### src/hkr_pkg.sv
// ----------------------------------------------------------------------------
// hkr_pkg: shared types and constants for the held key repeat controller
// Op codes, contexts, key classes, list selects and the item structs.
// ----------------------------------------------------------------------------
package hkr_pkg;

    localparam int DEF_MOVE_KEYS    = 8;
    localparam int DEF_MENU_KEYS    = 8;
    localparam int DEF_BLOCKED_KEYS = 8;

    localparam logic [15:0] RST_MOVE_FIRST = 16'd250;
    localparam logic [15:0] RST_MENU_FIRST = 16'd300;
    localparam logic [15:0] RST_MENU_GAP   = 16'd80;

    localparam logic [1:0] REG_MOVE_FIRST = 2'd0;
    localparam logic [1:0] REG_MENU_FIRST = 2'd1;
    localparam logic [1:0] REG_MENU_GAP   = 2'd2;

    localparam logic [2:0] OP_FRAME    = 3'd0;
    localparam logic [2:0] OP_SET_CTX  = 3'd1;
    localparam logic [2:0] OP_KEY_DOWN = 3'd2;
    localparam logic [2:0] OP_KEY_UP   = 3'd3;
    localparam logic [2:0] OP_POLL     = 3'd4;
    localparam logic [2:0] OP_WAIT     = 3'd5;
    localparam logic [2:0] OP_CONTROLS = 3'd6;

    localparam logic [2:0] CTX_NONE   = 3'd0;
    localparam logic [2:0] CTX_MOVE   = 3'd1;
    localparam logic [2:0] CTX_BATTLE = 3'd2;
    localparam logic [2:0] CTX_MENU   = 3'd3;
    localparam logic [2:0] CTX_SAVE   = 3'd4;

    localparam logic [1:0] CLS_OTHER    = 2'd0;
    localparam logic [1:0] CLS_CARDINAL = 2'd1;
    localparam logic [1:0] CLS_PAGE     = 2'd2;
    localparam logic [1:0] CLS_HOME_END = 2'd3;

    localparam logic [1:0] LST_MOVE = 2'd0;
    localparam logic [1:0] LST_MENU = 2'd1;
    localparam logic [1:0] LST_BLK  = 2'd2;

    typedef struct packed {
        logic [2:0]  op;
        logic [7:0]  key_code;
        logic [1:0]  key_class;
        logic        auto_repeat;
        logic [2:0]  new_context;
        logic [31:0] now_ms;
    } req_t;

    typedef struct packed {
        logic        accepted;
        logic        move_repeat_valid;
        logic        menu_repeat_valid;
        logic [7:0]  repeat_key;
        logic        wait_valid;
        logic [31:0] wait_ms;
    } rsp_t;

    function automatic logic is_move_ctx(input logic [2:0] c);
        return (c == CTX_MOVE) || (c == CTX_BATTLE);
    endfunction

    function automatic logic is_menu_ctx(input logic [2:0] c);
        return (c == CTX_MENU) || (c == CTX_SAVE);
    endfunction

    function automatic logic [31:0] sat_add(input logic [31:0] a, input logic [15:0] d);
        logic [32:0] s;
        s = {1'b0, a} + {17'd0, d};
        return s[32] ? 32'hFFFF_FFFF : s[31:0];
    endfunction

endpackage

### src/held_key_repeat_controller.sv
// ----------------------------------------------------------------------------
// held_key_repeat_controller: typematic repeat for held direction keys
// Movement stack, menu stack and blocked list walked one entry a cycle.
// ----------------------------------------------------------------------------
//  channel | dir | handshake            | payload
//  req     | in  | req_valid/req_ready  | req (op, key, class, repeat, ctx, time)
//  rsp     | out | rsp_valid/rsp_ready  | rsp (accepted, repeat flags, key, wait)
//  cfg     | in  | cfg_valid/cfg_ready  | cfg_index, cfg_data (16 bit delays)
//
//  A simple op passes through decode, result and idle; every list pass walks
//  the list's entries one by one and then returns to the sequencer. A context
//  change that blocks held keys scans the blocked list for each key and pushes it.
//  A single list scan/shift unit serves every list. req_ready is high only
//  while idle; a finished item waits in the rsp register until taken.
//  Reset empties all lists, selects no context and loads the default delays.
module held_key_repeat_controller
    import hkr_pkg::*;
#(
    parameter int MOVE_KEYS    = DEF_MOVE_KEYS,
    parameter int MENU_KEYS    = DEF_MENU_KEYS,
    parameter int BLOCKED_KEYS = DEF_BLOCKED_KEYS
)
(
    input  logic        clk,
    input  logic        rst_n,
    input  logic        req_valid,
    output logic        req_ready,
    input  req_t        req,
    output logic        rsp_valid,
    input  logic        rsp_ready,
    output rsp_t        rsp,
    input  logic        cfg_valid,
    output logic        cfg_ready,
    input  logic [1:0]  cfg_index,
    input  logic [15:0] cfg_data
);

    localparam int MAXK = (MOVE_KEYS > MENU_KEYS) ?
        ((MOVE_KEYS > BLOCKED_KEYS) ? MOVE_KEYS : BLOCKED_KEYS) :
        ((MENU_KEYS > BLOCKED_KEYS) ? MENU_KEYS : BLOCKED_KEYS);
    localparam int CW  = $clog2(MAXK + 1);
    localparam int MVW = (MOVE_KEYS > 1) ? $clog2(MOVE_KEYS) : 1;
    localparam int MNW = (MENU_KEYS > 1) ? $clog2(MENU_KEYS) : 1;
    localparam int BLW = (BLOCKED_KEYS > 1) ? $clog2(BLOCKED_KEYS) : 1;
    localparam logic [CW-1:0] MOVE_CAP = CW'(MOVE_KEYS);
    localparam logic [CW-1:0] MENU_CAP = CW'(MENU_KEYS);
    localparam logic [CW-1:0] BLK_CAP  = CW'(BLOCKED_KEYS);

    // sequencer steps within one op
    localparam logic [2:0] P_START = 3'd0;
    localparam logic [2:0] P_1     = 3'd1;
    localparam logic [2:0] P_2     = 3'd2;
    localparam logic [2:0] P_3     = 3'd3;
    localparam logic [2:0] P_4     = 3'd4;
    localparam logic [2:0] P_5     = 3'd5;
    localparam logic [2:0] P_6     = 3'd6;

    typedef enum logic [3:0] {
        S_IDLE = 4'b0001,
        S_CTRL = 4'b0010,
        S_SCAN = 4'b0100,
        S_OUT  = 4'b1000
    } state_t;

    state_t      state_reg, state_next;
    req_t        req_reg, req_next;
    rsp_t        rsp_reg, rsp_next;
    logic [7:0]  key_reg, key_next;
    logic [2:0]  ph_reg, ph_next;
    logic [1:0]  sel_reg, sel_next;
    logic [1:0]  src_reg, src_next;
    logic        drop_reg, drop_next;
    logic        found_reg, found_next;
    logic        top_reg, top_next;
    logic        first_reg, first_next;
    logic [CW-1:0] idx_reg, idx_next;
    logic [CW-1:0] pos_reg, pos_next;
    logic [CW-1:0] j_reg, j_next;
    logic [CW-1:0] move_n_reg, move_n_next;
    logic [CW-1:0] menu_n_reg, menu_n_next;
    logic [CW-1:0] blk_n_reg, blk_n_next;
    logic [2:0]  ctx_reg, ctx_next;
    logic [31:0] move_due_reg, move_due_next;
    logic [31:0] menu_due_reg, menu_due_next;
    logic        mflag_reg, mflag_next;
    logic        nflag_reg, nflag_next;
    logic [15:0] move_first_reg, menu_first_reg, menu_gap_reg;

    logic [7:0] move_mem [MOVE_KEYS];
    logic [7:0] menu_mem [MENU_KEYS];
    logic [7:0] blk_mem  [BLOCKED_KEYS];

    // single read port per list, shared by scan, block walk and poll
    logic [1:0]    rd_sel;
    logic [CW-1:0] rd_addr;
    logic [7:0]    rd_data, mv_rd, mn_rd, bl_rd;

    logic          wr_en, wr2_en;
    logic [1:0]    wr_sel;
    logic [CW-1:0] wr_addr, wr2_addr;
    logic [7:0]    wr_data, wr2_data;

    logic          go_scan, go_drop;
    logic [1:0]    go_sel;
    logic          done;
    rsp_t          res;
    logic [CW-1:0] sel_cnt, src_cnt;
    logic          ctl;
    logic [2:0]    c_new;

    assign req_ready = (state_reg == S_IDLE);
    assign rsp_valid = (state_reg == S_OUT);
    assign rsp       = rsp_reg;
    assign cfg_ready = 1'b1;
    assign c_new     = req_reg.new_context;

    assign mv_rd = move_mem[rd_addr[MVW-1:0]];
    assign mn_rd = menu_mem[rd_addr[MNW-1:0]];
    assign bl_rd = blk_mem[rd_addr[BLW-1:0]];

    always_comb
    begin
        case (rd_sel)
            LST_MOVE: rd_data = mv_rd;
            LST_MENU: rd_data = mn_rd;
            default:  rd_data = bl_rd;
        endcase
    end

    always_comb
    begin
        case (sel_reg)
            LST_MOVE: sel_cnt = move_n_reg;
            LST_MENU: sel_cnt = menu_n_reg;
            default:  sel_cnt = blk_n_reg;
        endcase
        src_cnt = (src_reg == LST_MOVE) ? move_n_reg : menu_n_reg;
    end

    // controls: does the key class repeat in the current context
    always_comb
    begin
        if (is_move_ctx(ctx_reg))
        begin
            ctl = (req_reg.key_class != CLS_OTHER);
        end
        else if (is_menu_ctx(ctx_reg))
        begin
            ctl = (req_reg.key_class == CLS_CARDINAL) || (req_reg.key_class == CLS_PAGE);
        end
        else
        begin
            ctl = 1'b0;
        end
    end

    // read address: scan walks idx, block walk uses j, otherwise read the top
    always_comb
    begin
        if (state_reg == S_SCAN)
        begin
            rd_sel  = sel_reg;
            rd_addr = idx_reg;
        end
        else if (req_reg.op == OP_SET_CTX)
        begin
            rd_sel  = src_reg;
            rd_addr = j_reg;
        end
        else if (req_reg.op == OP_POLL && is_menu_ctx(ctx_reg))
        begin
            rd_sel  = LST_MENU;
            rd_addr = menu_n_reg - 1'b1;
        end
        else
        begin
            rd_sel  = LST_MOVE;
            rd_addr = move_n_reg - 1'b1;
        end
    end

    always_comb
    begin
        state_next    = state_reg;
        req_next      = req_reg;
        rsp_next      = rsp_reg;
        key_next      = key_reg;
        ph_next       = ph_reg;
        sel_next      = sel_reg;
        src_next      = src_reg;
        drop_next     = drop_reg;
        found_next    = found_reg;
        top_next      = top_reg;
        first_next    = first_reg;
        idx_next      = idx_reg;
        pos_next      = pos_reg;
        j_next        = j_reg;
        move_n_next   = move_n_reg;
        menu_n_next   = menu_n_reg;
        blk_n_next    = blk_n_reg;
        ctx_next      = ctx_reg;
        move_due_next = move_due_reg;
        menu_due_next = menu_due_reg;
        mflag_next    = mflag_reg;
        nflag_next    = nflag_reg;
        wr_en         = 1'b0;
        wr_sel        = LST_MOVE;
        wr_addr       = '0;
        wr_data       = key_reg;
        wr2_en        = 1'b0;
        wr2_addr      = '0;
        wr2_data      = rd_data;
        go_scan       = 1'b0;
        go_drop       = 1'b0;
        go_sel        = LST_MOVE;
        done          = 1'b0;
        res           = '0;

        case (state_reg)
            S_IDLE:
            begin
                if (req_valid)
                begin
                    req_next   = req;
                    key_next   = req.key_code;
                    ph_next    = P_START;
                    state_next = S_CTRL;
                end
            end

            S_CTRL:
            begin
                case (req_reg.op)
                    OP_FRAME:
                    begin
                        mflag_next = 1'b0;
                        nflag_next = 1'b0;
                        done       = 1'b1;
                    end

                    OP_SET_CTX:
                    begin
                        case (ph_reg)
                            P_START:
                            begin
                                if (c_new > CTX_SAVE || c_new == ctx_reg)
                                begin
                                    done = 1'b1;
                                end
                                else if (is_menu_ctx(ctx_reg) && is_menu_ctx(c_new))
                                begin
                                    ctx_next = c_new;
                                    done     = 1'b1;
                                end
                                else if (is_move_ctx(ctx_reg))
                                begin
                                    if (ctx_reg == CTX_MOVE && c_new == CTX_NONE)
                                    begin
                                        if (move_n_reg != '0)
                                        begin
                                            move_due_next = sat_add(req_reg.now_ms,
                                                                    move_first_reg);
                                        end
                                        ph_next = P_3;
                                    end
                                    else
                                    begin
                                        src_next = LST_MOVE;
                                        j_next   = '0;
                                        ph_next  = P_1;
                                    end
                                end
                                else if (is_menu_ctx(ctx_reg))
                                begin
                                    src_next = LST_MENU;
                                    j_next   = '0;
                                    ph_next  = P_1;
                                end
                                else if (c_new != CTX_MOVE && move_n_reg != '0)
                                begin
                                    src_next = LST_MOVE;
                                    j_next   = '0;
                                    ph_next  = P_1;
                                end
                                else
                                begin
                                    ph_next = P_3;
                                end
                            end
                            P_1:
                            begin
                                // fetch the next held key and push it onto the blocked list
                                if (j_reg == src_cnt)
                                begin
                                    if (src_reg == LST_MOVE)
                                    begin
                                        move_n_next = '0;
                                    end
                                    else
                                    begin
                                        menu_n_next = '0;
                                    end
                                    ph_next = P_3;
                                end
                                else
                                begin
                                    key_next = rd_data;
                                    go_scan  = 1'b1;
                                    go_drop  = 1'b1;
                                    go_sel   = LST_BLK;
                                    ph_next  = P_2;
                                end
                            end
                            P_2:
                            begin
                                if (blk_n_reg < BLK_CAP)
                                begin
                                    wr_en      = 1'b1;
                                    wr_sel     = LST_BLK;
                                    wr_addr    = blk_n_reg;
                                    blk_n_next = blk_n_reg + 1'b1;
                                end
                                j_next  = j_reg + 1'b1;
                                ph_next = P_1;
                            end
                            default:
                            begin
                                ctx_next   = c_new;
                                mflag_next = 1'b0;
                                nflag_next = 1'b0;
                                done       = 1'b1;
                            end
                        endcase
                    end

                    OP_KEY_DOWN:
                    begin
                        case (ph_reg)
                            P_START:
                            begin
                                go_scan = 1'b1;
                                go_sel  = LST_BLK;
                                ph_next = P_1;
                            end
                            P_1:
                            begin
                                if (found_reg)
                                begin
                                    done = 1'b1;
                                end
                                else if (req_reg.auto_repeat)
                                begin
                                    go_scan = 1'b1;
                                    go_sel  = LST_MOVE;
                                    ph_next = P_2;
                                end
                                else
                                begin
                                    ph_next = P_4;
                                end
                            end
                            P_2:
                            begin
                                if (found_reg)
                                begin
                                    done = 1'b1;
                                end
                                else
                                begin
                                    go_scan = 1'b1;
                                    go_sel  = LST_MENU;
                                    ph_next = P_3;
                                end
                            end
                            P_3:
                            begin
                                if (found_reg)
                                begin
                                    done = 1'b1;
                                end
                                else
                                begin
                                    ph_next = P_4;
                                end
                            end
                            P_4:
                            begin
                                if (req_reg.auto_repeat && ctx_reg == CTX_SAVE &&
                                    req_reg.key_class == CLS_HOME_END)
                                begin
                                    done = 1'b1;
                                end
                                else if (!ctl)
                                begin
                                    res.accepted = 1'b1;
                                    done         = 1'b1;
                                end
                                else if (req_reg.auto_repeat)
                                begin
                                    done = 1'b1;
                                end
                                else if (is_move_ctx(ctx_reg))
                                begin
                                    first_next = (move_n_reg == '0);
                                    go_scan    = 1'b1;
                                    go_drop    = 1'b1;
                                    go_sel     = LST_MOVE;
                                    ph_next    = P_5;
                                end
                                else
                                begin
                                    go_scan = 1'b1;
                                    go_drop = 1'b1;
                                    go_sel  = LST_MENU;
                                    ph_next = P_6;
                                end
                            end
                            P_5:
                            begin
                                // chord in battle: slide the new key in below the top
                                if (ctx_reg == CTX_BATTLE && !first_reg && move_n_reg != '0)
                                begin
                                    if (move_n_reg < MOVE_CAP)
                                    begin
                                        wr_en       = 1'b1;
                                        wr_sel      = LST_MOVE;
                                        wr_addr     = move_n_reg - 1'b1;
                                        wr2_en      = 1'b1;
                                        wr2_addr    = move_n_reg;
                                        move_n_next = move_n_reg + 1'b1;
                                    end
                                end
                                else if (move_n_reg < MOVE_CAP)
                                begin
                                    wr_en       = 1'b1;
                                    wr_sel      = LST_MOVE;
                                    wr_addr     = move_n_reg;
                                    move_n_next = move_n_reg + 1'b1;
                                end
                                if (first_reg)
                                begin
                                    move_due_next = sat_add(req_reg.now_ms, move_first_reg);
                                end
                                mflag_next   = 1'b1;
                                res.accepted = 1'b1;
                                done         = 1'b1;
                            end
                            default:
                            begin
                                if (menu_n_reg < MENU_CAP)
                                begin
                                    wr_en       = 1'b1;
                                    wr_sel      = LST_MENU;
                                    wr_addr     = menu_n_reg;
                                    menu_n_next = menu_n_reg + 1'b1;
                                end
                                menu_due_next = sat_add(req_reg.now_ms, menu_first_reg);
                                nflag_next    = 1'b1;
                                res.accepted  = 1'b1;
                                done          = 1'b1;
                            end
                        endcase
                    end

                    OP_KEY_UP:
                    begin
                        case (ph_reg)
                            P_START:
                            begin
                                go_scan = 1'b1;
                                go_drop = 1'b1;
                                go_sel  = LST_MOVE;
                                ph_next = P_1;
                            end
                            P_1:
                            begin
                                if (top_reg && move_n_reg != '0 && is_move_ctx(ctx_reg))
                                begin
                                    move_due_next = '0;
                                end
                                go_scan = 1'b1;
                                go_drop = 1'b1;
                                go_sel  = LST_MENU;
                                ph_next = P_2;
                            end
                            P_2:
                            begin
                                if (top_reg && menu_n_reg != '0 && is_menu_ctx(ctx_reg))
                                begin
                                    menu_due_next = sat_add(req_reg.now_ms, menu_first_reg);
                                end
                                go_scan = 1'b1;
                                go_drop = 1'b1;
                                go_sel  = LST_BLK;
                                ph_next = P_3;
                            end
                            default:
                            begin
                                done = 1'b1;
                            end
                        endcase
                    end

                    OP_POLL:
                    begin
                        if (is_move_ctx(ctx_reg) && !mflag_reg &&
                            req_reg.now_ms >= move_due_reg && move_n_reg != '0)
                        begin
                            res.move_repeat_valid = 1'b1;
                            res.repeat_key        = rd_data;
                        end
                        if (is_menu_ctx(ctx_reg) && !nflag_reg &&
                            req_reg.now_ms >= menu_due_reg && menu_n_reg != '0)
                        begin
                            res.menu_repeat_valid = 1'b1;
                            res.repeat_key        = rd_data;
                            menu_due_next = sat_add(req_reg.now_ms, menu_gap_reg);
                        end
                        done = 1'b1;
                    end

                    OP_WAIT:
                    begin
                        if (is_menu_ctx(ctx_reg) && menu_n_reg != '0)
                        begin
                            res.wait_valid = 1'b1;
                            if (menu_due_reg > req_reg.now_ms)
                            begin
                                res.wait_ms = menu_due_reg - req_reg.now_ms;
                            end
                        end
                        done = 1'b1;
                    end

                    OP_CONTROLS:
                    begin
                        res.accepted = ctl;
                        done         = 1'b1;
                    end

                    default:
                    begin
                        done = 1'b1;
                    end
                endcase
            end

            S_SCAN:
            begin
                // one entry a cycle: find the key, then pull later entries down
                if (idx_reg == sel_cnt)
                begin
                    top_next = found_reg && (pos_reg == sel_cnt - 1'b1);
                    if (found_reg && drop_reg)
                    begin
                        case (sel_reg)
                            LST_MOVE: move_n_next = move_n_reg - 1'b1;
                            LST_MENU: menu_n_next = menu_n_reg - 1'b1;
                            default:  blk_n_next  = blk_n_reg - 1'b1;
                        endcase
                    end
                    state_next = S_CTRL;
                end
                else
                begin
                    if (!found_reg && rd_data == key_reg)
                    begin
                        found_next = 1'b1;
                        pos_next   = idx_reg;
                    end
                    else if (found_reg && drop_reg)
                    begin
                        wr_en   = 1'b1;
                        wr_sel  = sel_reg;
                        wr_addr = idx_reg - 1'b1;
                        wr_data = rd_data;
                    end
                    idx_next = idx_reg + 1'b1;
                end
            end

            S_OUT:
            begin
                if (rsp_ready)
                begin
                    state_next = S_IDLE;
                end
            end

            default:
            begin
                state_next = S_IDLE;
            end
        endcase

        if (go_scan)
        begin
            sel_next   = go_sel;
            drop_next  = go_drop;
            idx_next   = '0;
            found_next = 1'b0;
            state_next = S_SCAN;
        end
        if (done)
        begin
            rsp_next   = res;
            state_next = S_OUT;
        end
    end

    always_ff @(posedge clk or negedge rst_n)
    begin
        if (!rst_n)
        begin
            state_reg      <= S_IDLE;
            move_n_reg     <= '0;
            menu_n_reg     <= '0;
            blk_n_reg      <= '0;
            ctx_reg        <= CTX_NONE;
            move_due_reg   <= '0;
            menu_due_reg   <= '0;
            mflag_reg      <= 1'b0;
            nflag_reg      <= 1'b0;
            move_first_reg <= RST_MOVE_FIRST;
            menu_first_reg <= RST_MENU_FIRST;
            menu_gap_reg   <= RST_MENU_GAP;
        end
        else
        begin
            state_reg    <= state_next;
            move_n_reg   <= move_n_next;
            menu_n_reg   <= menu_n_next;
            blk_n_reg    <= blk_n_next;
            ctx_reg      <= ctx_next;
            move_due_reg <= move_due_next;
            menu_due_reg <= menu_due_next;
            mflag_reg    <= mflag_next;
            nflag_reg    <= nflag_next;
            if (cfg_valid)
            begin
                case (cfg_index)
                    REG_MOVE_FIRST: move_first_reg <= cfg_data;
                    REG_MENU_FIRST: menu_first_reg <= cfg_data;
                    REG_MENU_GAP:   menu_gap_reg   <= cfg_data;
                    default:        ;
                endcase
            end
        end
    end

    // payload and sequencer working registers: no reset needed
    always_ff @(posedge clk)
    begin
        req_reg   <= req_next;
        rsp_reg   <= rsp_next;
        key_reg   <= key_next;
        ph_reg    <= ph_next;
        sel_reg   <= sel_next;
        src_reg   <= src_next;
        drop_reg  <= drop_next;
        found_reg <= found_next;
        top_reg   <= top_next;
        first_reg <= first_next;
        idx_reg   <= idx_next;
        pos_reg   <= pos_next;
        j_reg     <= j_next;
    end

    // list storage: one write port, plus a second on the movement stack for chords
    always_ff @(posedge clk)
    begin
        if (wr_en && wr_sel == LST_MOVE)
        begin
            move_mem[wr_addr[MVW-1:0]] <= wr_data;
        end
        if (wr2_en)
        begin
            move_mem[wr2_addr[MVW-1:0]] <= wr2_data;
        end
        if (wr_en && wr_sel == LST_MENU)
        begin
            menu_mem[wr_addr[MNW-1:0]] <= wr_data;
        end
        if (wr_en && wr_sel == LST_BLK)
        begin
            blk_mem[wr_addr[BLW-1:0]] <= wr_data;
        end
    end

endmodule
### config.mk
export PLATFORM = sky130hd
export DESIGN_NAME = held_key_repeat_controller
export DESIGN_NICKNAME = d
export VERILOG_FILES = /design/src/hkr_pkg.sv /design/src/held_key_repeat_controller.sv
export SDC_FILE = /design/constraint.sdc
export NUM_CORES = 1
export LEC_CHECK = 0
export BUFFER_PORTS_ARGS = -buffer_cell sky130_fd_sc_hd__buf_2
export CORE_ASPECT_RATIO = 1.4
export CORE_MARGIN = 3
export CORE_UTILIZATION = 40
export CTS_CLUSTER_DIAMETER = 50
export DETAILED_ROUTE_END_ITERATION = 6
export GPL_ROUTABILITY_DRIVEN = 0
export PLACE_DENSITY = 0.66
export SLEW_MARGIN = 25
export SYNTH_ARGS = -nofsm -noshare
export SYNTH_HDL_FRONTEND = slang
export SYNTH_SLANG_ARGS = --single-unit
### constraint.sdc
create_clock -name clk -period 4.2 [get_ports clk]
set_input_delay 0.21 -clock clk [delete_from_list [all_inputs] [get_ports clk]]
set_output_delay 0.21 -clock clk [all_outputs]
set_load 0.01 [all_outputs]
; After elaboration in Yosys (flattened, before gate mapping)
; Memory sizes are Yosys's and may differ from the RTL's.
; Cells that the tools add are included.
[word_totals]
mem_bits_ro = 0
regBits = 249
out_inout_bits = 47
latch_bits = 0
n_memories = 3
input_bits = 72
elab_cells = 443
ramBits = 192
[memory_table]
columns = memory, depth, word_bits, rd, rd_ports_with_merged_regs, write_ports, line
row1 = blk_mem, 8, 8, 1, 0, 1, held_key_repeat_controller.sv:91  ; logic [7:0] blk_mem [BLOCKED_KEYS];
row2 = menu_mem, 8, 8, 1, 0, 1, held_key_repeat_controller.sv:90  ; logic [7:0] menu_mem [MENU_KEYS];
row3 = move_mem, 8, 8, 1, 0, 2, held_key_repeat_controller.sv:89  ; logic [7:0] move_mem [MOVE_KEYS];
[classes]
multipliers = 0
muxes = 202
bitwise_logic = 6
addsub = 14
n_reduce_logical = 84
div_mod_pow = 0
n_eq_ne = 93
n_shift = 0
magnitude_cmp = 7
[ops]
columns = cell, count
row1 = two-way mux 32 bit, 18
row2 = case mux 32 bit (3 select lines), 2
row3 = two-way mux 4 bit, 34
row4 = adder 32 x 16 -> 33 bit, 3
row5 = two-way mux 3 bit, 29
row6 = two-way mux 8 bit, 9
row7 = greater-or-equal comparator 32 bit, 2
row8 = case mux 4 bit (2 select lines), 7
row9 = two-way mux 1 bit, 54
row10 = "!= test 4 bit, second input constant", 9
row11 = two-way mux 2 bit, 17
row12 = "!= test 2 bit, second input constant", 17
row13 = two-way mux 33 bit, 1
row14 = greater-than comparator 32 bit, 1
row15 = case mux 8 bit (2 select lines), 2
row16 = subtractor 32 bit, 1
row17 = case mux 3 bit (2 select lines), 5
row18 = AND reduction 7 bit, 4
row19 = case mux 3 bit (3 select lines), 3
row20 = "!= test 2 x 1 -> 1 bit, second input constant", 13
row21 = logical AND 1 bit, 25
row22 = "!= test 3 bit, second input constant", 8
row23 = "== test 3 x 2 -> 1 bit, second input constant", 7
row24 = "== test 3 bit, second input constant", 7
row25 = 53 further kinds, 128

; Longest topological paths before layout
; Gate-level depths: netlist of the first run.
[logic_depth]
depth_word = 17
mapped_depth = 20
ltp_nobuf = 15

; Worst setup path before layout of the first run
; Ideal clock, no wire load.
[synth_path]
path_type = reg-to-reg
start = register state_reg[0]
end = memory blk_mem[0][3] (data pin)
path_stages_with_launch = 20
path_slack_ps = 146
required_time_ps = 3881
synth_period_minus_slack_ps = 4054
arrival_ps = 3735
n_path_buf = 6
setup_time_ps = 319
cell_sequence = dfstp_2 buf_2 or3_1 buf_6 clkinv_8 nor2_1 o211ai_2 nand2_2 buf_6 buf_2 buf_2 buf_2 mux2i_1 mux2i_1 mux2i_1 o22ai_1 a21oi_1 nor2_1 a21oi_1 inv_1
[synth_via]
elab_chain_len = 9
word_cells_on_any_way = 15
classes_between = eq/ne: 3 / mux: 7 / reduce/logical: 2 / memory: 3
[synth_lines]
columns = item, line
row1 = start: declaration, held_key_repeat_controller.sv:65  ; state_t state_reg, state_next;
row2 = start signal: assignment, held_key_repeat_controller.sv:630  ; state_reg <= state_next;
row3 = == test 4 x 3 -> 1 bit *, "held_key_repeat_controller.sv:160, held_key_repeat_controller.sv:219"
row4 = two-way mux 3 bit or two-way mux 2 bit (tied branches), held_key_repeat_controller.sv:160  ; if (state_reg == S_SCAN)
row5 = memory (8 x 8 bit) (tied with other cells), n/a
row6 = case mux 8 bit (2 select lines), held_key_repeat_controller.sv:123  ; case (rd_sel)
row7 = == test 8 bit, held_key_repeat_controller.sv:566  ; if (!found_reg && rd_data == key_reg)
row8 = logical AND 1 bit, held_key_repeat_controller.sv:566
row9 = two-way mux 8 bit, held_key_repeat_controller.sv:566
row10 = two-way mux 8 bit, held_key_repeat_controller.sv:551  ; if (idx_reg == sel_cnt)
row11 = two-way mux 8 bit *, held_key_repeat_controller.sv:219  ; case (state_reg)
row12 = net wr_data[3], held_key_repeat_controller.sv:101  ; logic [7:0] wr_data, wr2_data;
row13 = end: declaration, held_key_repeat_controller.sv:91
; Mark *: on every way through the listed nets, which the timed path passes. The rest lies on a longest branch.

; Worst setup path in the final report of the first run
[layout_path]
start = register req_reg[47] (netlist name)
end = register pos_reg[1] (enable)
[layout_via]
elab_chain_len = 10
word_cells_on_any_way = 18
classes_between = eq/ne: 4 / mux: 7 / reduce/logical: 4 / memory: 3
[layout_lines]
columns = item, line
row1 = start: declaration, held_key_repeat_controller.sv:66  ; req_t req_reg, req_next;
row2 = start signal: assignment, held_key_repeat_controller.sv:654  ; req_reg <= req_next;
row3 = == test 3 bit, held_key_repeat_controller.sv:170  ; else if (req_reg.op == OP_POLL && is_menu_ctx(ctx_reg))
row4 = logical AND 1 bit, held_key_repeat_controller.sv:170
row5 = two-way mux 3 bit or two-way mux 1 bit (tied branches), held_key_repeat_controller.sv:170
row6 = two-way mux 3 bit or two-way mux 2 bit (tied branches), held_key_repeat_controller.sv:165  ; else if (req_reg.op == OP_SET_CTX)
row7 = two-way mux 3 bit or two-way mux 2 bit (tied branches), held_key_repeat_controller.sv:160
row8 = memory (8 x 8 bit) (tied with other cells), n/a
row9 = case mux 8 bit (2 select lines) *, held_key_repeat_controller.sv:123
row10 = == test 8 bit *, held_key_repeat_controller.sv:566
row11 = logical AND 1 bit *, held_key_repeat_controller.sv:566
row12 = AND reduction 3 bit (no source line) *, n/a
row13 = end signal: assignment, held_key_repeat_controller.sv:665  ; pos_reg <= pos_next;
row14 = end: declaration, held_key_repeat_controller.sv:77  ; logic [CW-1:0] pos_reg, pos_next;
; Every way passes the cells marked *; elsewhere a longest branch is shown, timed or not.
; A chain may end at the register's enable or synchronous reset.

==> qor.txt, run 1 <==
Insertion delay to the later sink of the worst-skew pair -> 0.61 ns
Final standard cell count with taps included and fillers excluded -> 3,415
Number of setup violations in the final report -> 0
Initial Utilization -> 40.50%
Share of the cycle needed by the critical path after routing -> 97.68%
Final-report max-slew violation count -> 0
Maximum operating frequency -> 243.8 MHz
Synth Area in Simple Gates -> 11.85%
I/O pin count -> 119
Multiplexer area fraction after synthesis -> 9.748%
Number of enable flip-flop cells after synthesis -> 302
CTS tree -> done
Compound-Gate Fraction of Synth Area -> 13.54%
R2R Path Start -> req_reg[47]
Max_cap viols -> 0
Chip Width -> 215.9 µm
Port-buffer cells -> 117
Util after Layout -> 48.88%
Total routing usage reported by global routing -> 21.43%
Number of nets in the layout -> 2,761
Fraction of registers with async set/reset -> 30.23%
Core box area -> 0.06091 mm²
FF+latch count, synth -> 440
Setup slack of the worst register-to-register path -> 0.1 ns
Average via count per standard cell -> 5.594
Worst Clk Skew -> 0.04422 ns
Share of the yosys chip area belonging to registers -> 50.72%
Slew at the pin closest to its max-slew limit -> 0.9410 ns
Fraction of final layout cells with drive strength greater than 1 -> 19.55%
Clock transition time at the flip-flop clock pins of the worst setup and hold paths -> 0.06 ns
Time the worst path needs with I/O delays and setup -> 4.102 ns
Largest family of logic cells by synthesized area -> compound AO/OA/AOI/OAI gates
Wirelength, routed -> 70,700 µm
Number of optimization iterations in the first detailed-route pass -> 6
Maximum vdd drop -> 0.3962 mV
Kind of capture point of the worst setup path -> register
Final cell area excluding filler cells -> 0.02977 mm²
H-tree depth reported by CTS -> 2
Power density normalized to cell area -> 594.1 mW/mm²
Via count of the first global-routing pass -> 19.52k
XOR/XNOR share of the synthesized area -> 3.763%
HPWL Detailed -> 52,730 µm
Run status -> finished clean
CTS sink count -> 440
Capture point of the critical path -> pos_reg[1]
Area growth from synthesis to layout -> 20.68%
Routed wirelength normalized by instance count -> 20.70 µm
Leak Pwr -> 0.01242 µW
# fillers -> 5,398
Area share of the leading cell type in the synthesized netlist -> 36.76%
Maximum root-to-sink buffer count -> 3
Post-Synthesis Net Count -> 2,462
Number of placed instances, taps included -> 3,247
Root buffer cell -> sky130_fd_sc_hd__clkbuf_16
Number of antenna diodes -> 0
Arrival @ worst endpoint -> 4.41 ns
Antenna-violating nets left -> 0
Cell Area, Synth -> 0.02467 mm²
Count of vias placed by the detailed router -> 19.10k
Overflow after GRT -> 0
Row cnt -> 107
Total clock buffers created by CTS -> 48
Total placed instance area -> 0.02714 mm²
Leading register cell type out of synthesis -> sky130_fd_sc_hd__edfxtp_1
Die Span Y -> 299.8 µm
Full die area -> 0.06473 mm²
First-pass GRT wire length -> 108,900 µm
Critical path origin -> req_reg[47]
Largest net degree at the start of global routing -> 79
Number of cell instances on the worst register-to-register path -> 12
Capture point of the worst reg-to-reg path -> pos_reg[1]
Number of instances in the synthesized netlist -> 2,261
Largest area contributor in the netlist -> sky130_fd_sc_hd__edfxtp_1
Commonest cells in the synthesized netlist -> sky130_fd_sc_hd__edfxtp_1, sky130_fd_sc_hd__nand2_1, sky130_fd_sc_hd__nor2_1
Number of antenna violations at the first check in global routing -> 0
Most common cell in the synthesized netlist -> sky130_fd_sc_hd__edfxtp_1
Worst min-delay path class -> in -> reg
Synthesized area per cell -> 10.91 µm²
Setup repair after global routing missed its margin -> yes
DRT iter0 DRCs -> 1,305
DRC Markers -> 0
Startpoint Class -> register
Adder-cell share of the synthesized area -> 6.695%
Largest cells by area after synthesis -> sky130_fd_sc_hd__edfxtp_1, sky130_fd_sc_hd__dfrtp_1, sky130_fd_sc_hd__ha_1
Data required time at the worst endpoint -> 4.51 ns
Final hold violation count -> 0
Maximum fanout along the worst path -> 8
Yosys synthesis warning count -> 0
Slew headroom -> 37.08%
Synth unique cells -> 89
Worst setup path category -> reg -> reg
per-layer routing:
layer / global-route usage [%] / part of all wire (%)
met5: 0 / 0
met2: 40.18 / 52
met1: 24.03 / 37
met4: 9.761 / 5.0
met3: 2.942 / 5.4
critical path: stages (launching register included):
cell	delay (ns)
sky130_fd_sc_hd__edfxtp_1	0.50
sky130_fd_sc_hd__or3b_2	0.51
sky130_fd_sc_hd__a21oi_2	0.21
sky130_fd_sc_hd__o211ai_2	0.15
sky130_fd_sc_hd__nand2_4	0.19
sky130_fd_sc_hd__mux2_1	0.35
sky130_fd_sc_hd__a22o_1	0.23
sky130_fd_sc_hd__or4_1	0.56
sky130_fd_sc_hd__a21o_1	0.22
sky130_fd_sc_hd__a211oi_2	0.24
sky130_fd_sc_hd__nand4_1	0.17
sky130_fd_sc_hd__nor4b_4	0.30
sky130_fd_sc_hd__buf_6	0.18
cells in the final DEF (no fill, tap or decap), types with 13 or more instances in the layout:
cell / synthesis / final
sky130_fd_sc_hd__dfrtp_1: 120 / 120
sky130_fd_sc_hd__nand2_1: 179 / 179
sky130_fd_sc_hd__dfstp_2: 13 / 13
sky130_fd_sc_hd__nand2b_1: 29 / 29
sky130_fd_sc_hd__o21a_1: 14 / 14
sky130_fd_sc_hd__edfxtp_1: 302 / 302
sky130_fd_sc_hd__buf_4: 3 / 149
sky130_fd_sc_hd__ha_1: 124 / 124
sky130_fd_sc_hd__xnor2_1: 66 / 66
sky130_fd_sc_hd__inv_1: 124 / 122
sky130_fd_sc_hd__clkbuf_16: 0 / 49
sky130_fd_sc_hd__a221oi_1: 17 / 15
sky130_fd_sc_hd__dlygate4sd3_1: 0 / 67
sky130_fd_sc_hd__nand4_1: 25 / 25
sky130_fd_sc_hd__mux2_2: 84 / 84
sky130_fd_sc_hd__a21oi_1: 125 / 123
sky130_fd_sc_hd__xor2_1: 40 / 40
sky130_fd_sc_hd__a31oi_1: 18 / 17
sky130_fd_sc_hd__or3_1: 14 / 14
sky130_fd_sc_hd__buf_2: 15 / 116
sky130_fd_sc_hd__nand3_1: 38 / 38
sky130_fd_sc_hd__o21ai_0: 144 / 144
sky130_fd_sc_hd__nor2b_1: 25 / 25
sky130_fd_sc_hd__nor2_1: 171 / 164
sky130_fd_sc_hd__a21o_1: 47 / 46
sky130_fd_sc_hd__o22ai_1: 50 / 50
sky130_fd_sc_hd__mux2i_1: 133 / 132
sky130_fd_sc_hd__nor3_1: 46 / 45
how the worst min path moves through the flow:
stage,slack [ns],depth (start not counted),endpoint,from
floorplan,-0.09,0,blk_n_reg[0],rst_n
global placement,0.30,1,menu_due_reg[25],rst_n
detailed placement,0.30,1,menu_due_reg[25],rst_n
CTS,0.04,3,key_reg[3],req[41]
global route,0.06,3,key_reg[3],req[41]
finish,0.06,3,key_reg[3],req[41]
per-stage QoR:
step           TNS, ns  hold slack, ns  power, µW  setup slack, ns
3_3_place_gp    -1.763          0.3029      12690          -0.2195
5_1_grt        -0.2755         0.06248      18720         -0.02291
4_1_cts              0         0.03827      17580         0.001218
3_5_place_dp    -5.347          0.3040      12890          -0.2072
6_report             0         0.05742      17690          0.09760
2_1_floorplan        0        -0.08559      10640           0.1463
cells by family after synthesis:
group           count (synthesis)
xor+xnor                      106
fa+ha+maj                     129
mux                           225
compound gates                527
buf+inv                       224
other cells                     1
flops                         440
simple gates                  609
timing repair:
action,CTS,global route
pin swaps,2,5
gates resized for setup,5,25
cloned,0,1
endpoints found under the hold margin,162,0
setup endpoints to repair,102,193
buffers inserted,5,7
hold buffers,67,0
report_power, final:
group	total [µW]	internal, µW	leakage [µW]	switching [µW]
Clock	4550	2710	0.000826	1840
Combinational	7230	3090	0.00715	4140
Sequential	5910	5450	0.00445	459
Total	17700	11200	0.0124	6440
cell type report:
class / instances / area (µm²) / area share (%)
multi-input combinational: 1597 / 11400 / 38.29
sequential: 440 / 12510 / 42.03
clock buffer: 53 / 1230 / 4.131
timing repair buffer: 347 / 2640 / 8.867
clock inverter: 35 / 480.5 / 1.614
tap: 817 / 1022 / 3.433
inverter: 126 / 486.7 / 1.635
(Power assumes the default switching activity.)
==> run 2, diff against run 1 <==
Settings changed: GPL_TIMING_DRIVEN from default to 0.
==> run 2 against run 1 <==
Net effect: the flow now finishes with violations (design-rule violations, negative setup slack); count of clock-buffer cells in the layout increased by 8; hold slack improved by 0.031 ns; non-clock buffer count increased by 2; largest cell class unchanged; largest power group unchanged.
==> qor.txt, run 2 (synthesis gave the netlist of run 1 again) <==
Fraction of final layout cells with drive strength greater than 1 -> 21.48% (was 19.55%)
Arrival @ worst endpoint -> 4.62 ns (was 4.41 ns)
Routed wirelength normalized by instance count -> 20.95 µm (was 20.70 µm)
Startpoint Class -> register (unchanged)
Final WS setup -> -0.09805 ns (was 0.09760 ns)
Port-buffer cells -> 117 (unchanged)
Most common cell after layout, fill and taps aside -> sky130_fd_sc_hd__edfxtp_1 (unchanged)
Chip Width -> 215.9 µm (unchanged)
R2R Path Start -> ctx_reg[1] (was req_reg[47])
Run status -> finished with violations (was finished clean)
Time the worst path needs with I/O delays and setup -> 4.298 ns (was 4.102 ns)
Root buffer cell -> sky130_fd_sc_hd__clkbuf_16 (unchanged)
Number of placed instances, taps included -> 3,203 (was 3,247)
DRT iter0 DRCs -> 1,437 (was 1,305)
CTS tree -> done (unchanged)
Number of antenna violations at the first check in global routing -> 1 (was 0)
Data required time at the worst endpoint -> 4.52 ns (was 4.51 ns)
Number of cell instances on the worst register-to-register path -> 14 (was 12)
Clock transition time at the flip-flop clock pins of the worst setup and hold paths -> 0.06 ns (about the same)
Share of the cycle needed by the critical path after routing -> 102.3% (was 97.68%)
Max_cap viols -> 0 (unchanged)
Setup repair after global routing missed its margin -> yes (unchanged)
I/O pin count -> 119 (unchanged)
Die Span Y -> 299.8 µm (unchanged)
Overflow after GRT -> 0 (unchanged)
Maximum root-to-sink buffer count -> 3 (unchanged)
Area growth from synthesis to layout -> 22.80% (was 20.68%)
Number of antenna diodes -> 0 (unchanged)
Row cnt -> 107 (unchanged)
Worst setup path category -> reg -> reg (unchanged)
Initial Utilization -> 40.50% (unchanged)
Insertion delay to the later sink of the worst-skew pair -> 0.60 ns (was 0.61 ns)
Largest net degree at the start of global routing -> 79 (unchanged)
Worst Clk Skew -> 0.05094 ns (was 0.04422 ns)
Leak Pwr -> 0.01226 µW (was 0.01242 µW)
Failing checks -> design-rule violations, negative setup slack
Slew at the pin closest to its max-slew limit -> 1.017 ns (was 0.9410 ns)
Worst hold path endpoint -> move_first_reg[0] (was key_reg[3])
DRC Markers -> 14 (was 0)
Final standard cell count with taps included and fillers excluded -> 3,419 (was 3,415)
Final-report max-slew violation count -> 0 (unchanged)
HPWL Detailed -> 52,780 µm (was 52,730 µm)
Capture point of the worst reg-to-reg path -> pos_reg[0] (was pos_reg[1])
Kind of capture point of the worst setup path -> register (unchanged)
CTS sink count -> 440 (unchanged)
Maximum fanout along the worst path -> 10 (was 8)
Number of setup violations in the final report -> 4 (was 0)
Via count of the first global-routing pass -> 19.78k (was 19.52k)
Wirelength, routed -> 71,620 µm (was 70,700 µm)
Setup slack of the worst register-to-register path -> -0.1 ns (was 0.1 ns)
Full die area -> 0.06473 mm² (unchanged)
Maximum operating frequency -> 232.7 MHz (was 243.8 MHz)
Count of vias placed by the detailed router -> 19.43k (was 19.10k)
Worst min-delay path class -> in -> reg (unchanged)
Total routing usage reported by global routing -> 21.59% (was 21.43%)
Number of optimization iterations in the first detailed-route pass -> 7 (was 6)
First-pass GRT wire length -> 109,500 µm (was 108,900 µm)
Maximum vdd drop -> 0.4247 mV (was 0.3962 mV)
Total clock buffers created by CTS -> 49 (was 48)
Number of nets in the layout -> 2,764 (was 2,761)
Final hold violation count -> 0 (unchanged)
Antenna-violating nets left -> 0 (unchanged)
H-tree depth reported by CTS -> 2 (unchanged)
Slew headroom -> 32.18% (was 37.08%)
Commonest non-fill, non-tap cells in the layout -> sky130_fd_sc_hd__edfxtp_1, sky130_fd_sc_hd__nand2_1, sky130_fd_sc_hd__nor2_1, sky130_fd_sc_hd__o21ai_0, sky130_fd_sc_hd__mux2i_1 (was sky130_fd_sc_hd__edfxtp_1, sky130_fd_sc_hd__nand2_1, sky130_fd_sc_hd__nor2_1, sky130_fd_sc_hd__buf_4, sky130_fd_sc_hd__o21ai_0)
Worst Hold Path Cells -> 3 (unchanged)
Average via count per standard cell -> 5.682 (was 5.594)
Power density normalized to cell area -> 580.3 mW/mm² (was 594.1 mW/mm²)
Post-route worst hold slack -> 0.08869 ns (was 0.05742 ns)
Hold path start -> cfg_index[0] (was req[41])
Core box area -> 0.06091 mm² (unchanged)
==> run 2: cell count changes in the layout (fill, tap and decap cells not counted), moves of 7 or more <==
cell,delta
sky130_fd_sc_hd__a21oi_1,-15
sky130_fd_sc_hd__a21oi_4,+8
sky130_fd_sc_hd__a21oi_2,+7
sky130_fd_sc_hd__clkbuf_1,+46
sky130_fd_sc_hd__clkbuf_2,+15
sky130_fd_sc_hd__nor2_4,+13
sky130_fd_sc_hd__inv_1,-7
sky130_fd_sc_hd__nor2_1,-12
sky130_fd_sc_hd__buf_2,+7
sky130_fd_sc_hd__buf_4,-82
==> run 2: final cells by class <==
class | instances | area [µm²]
Fill cell | 5333 | 30620
Inverter | 126 | 513.0
Tap cell | 817 | 1022
Timing Repair Buffer | 259 | 2013
Buffer | 90 | 504.2
Clock buffer | 61 | 1345
Multi-Input combinational cell | 1597 | 12060
Sequential cell | 440 | 12520
Clock inverter | 29 | 324.1
==> run 2: metrics by stage <==
stage                     TNS [ns]  util, %  setup WS (ns)  cell area (µm²)  total power [µW]
final                      -0.3844    49.73       -0.09805            30290             17580
after global routing        -3.826    49.73        -0.1698            30290             18580
after CTS                 -0.06923    48.79       -0.01494            29720             17340
after detailed placement   -384.45    43.37         -1.614            26420             12510
after global placement     -446.18    43.14         -1.627            26280             12270
after floorplan                  0        -         0.1463            24670             10640
==> run 2: routing by layer <==
layer,up-vias,GRT usage (%),wire (µm)
met5,-,0,0
met4,0,12.78,4837
met3,244,3.548,4332
met2,816,38.83,36020
met1,9406,24.00,26430
li1,8961,-,-
==> run 2: how the worst max path moves through the flow <==
stage	depth (start not counted)	from	slack (ns)	endpoint
6_report	14	ctx_reg[1]	-0.1	pos_reg[0]
5_1_grt	14	ctx_reg[1]	-0.17	pos_reg[2]
4_1_cts	16	move_n_reg[0]	-0.01	move_mem[1][4]
3_5_place_dp	16	req_reg[46]	-1.61	blk_mem[6][3]
3_3_place_gp	15	req_reg[46]	-1.63	pos_reg[3]
2_1_floorplan	19	state_reg[0]	0.15	blk_mem[0][3]
==> run 2: repair_timing <==
item	4_1_cts	5_1_grt
setup endpoints to repair	477	435
hold buffers	68	0
endpoints found under the hold margin	166	0
resized for setup	151	96
pin swaps	16	34
setup buffers	35	31
==> run 2: critical path: stages (launching register included) <==
cell and delay, ns:
sky130_fd_sc_hd__dfrtp_1 0.40, sky130_fd_sc_hd__buf_6 0.14, sky130_fd_sc_hd__and3b_2 0.26, sky130_fd_sc_hd__o211ai_1 0.32, sky130_fd_sc_hd__o211ai_2 0.20, sky130_fd_sc_hd__nand2_2 0.18
sky130_fd_sc_hd__buf_4 0.14, sky130_fd_sc_hd__mux2_2 0.32, sky130_fd_sc_hd__a22o_1 0.23, sky130_fd_sc_hd__or4_4 0.55, sky130_fd_sc_hd__a21o_1 0.23, sky130_fd_sc_hd__a211oi_4 0.30
sky130_fd_sc_hd__nand4_1 0.19, sky130_fd_sc_hd__nor4b_4 0.37, sky130_fd_sc_hd__buf_12 0.17
==> run 2: where the power goes <==
part	internal, µW	leakage [µW]	switching, µW
clock	2560	0.000822	1830
sequential	5450	0.00444	491
combinational	3010	0.00700	4240
total	11000	0.0123	6570
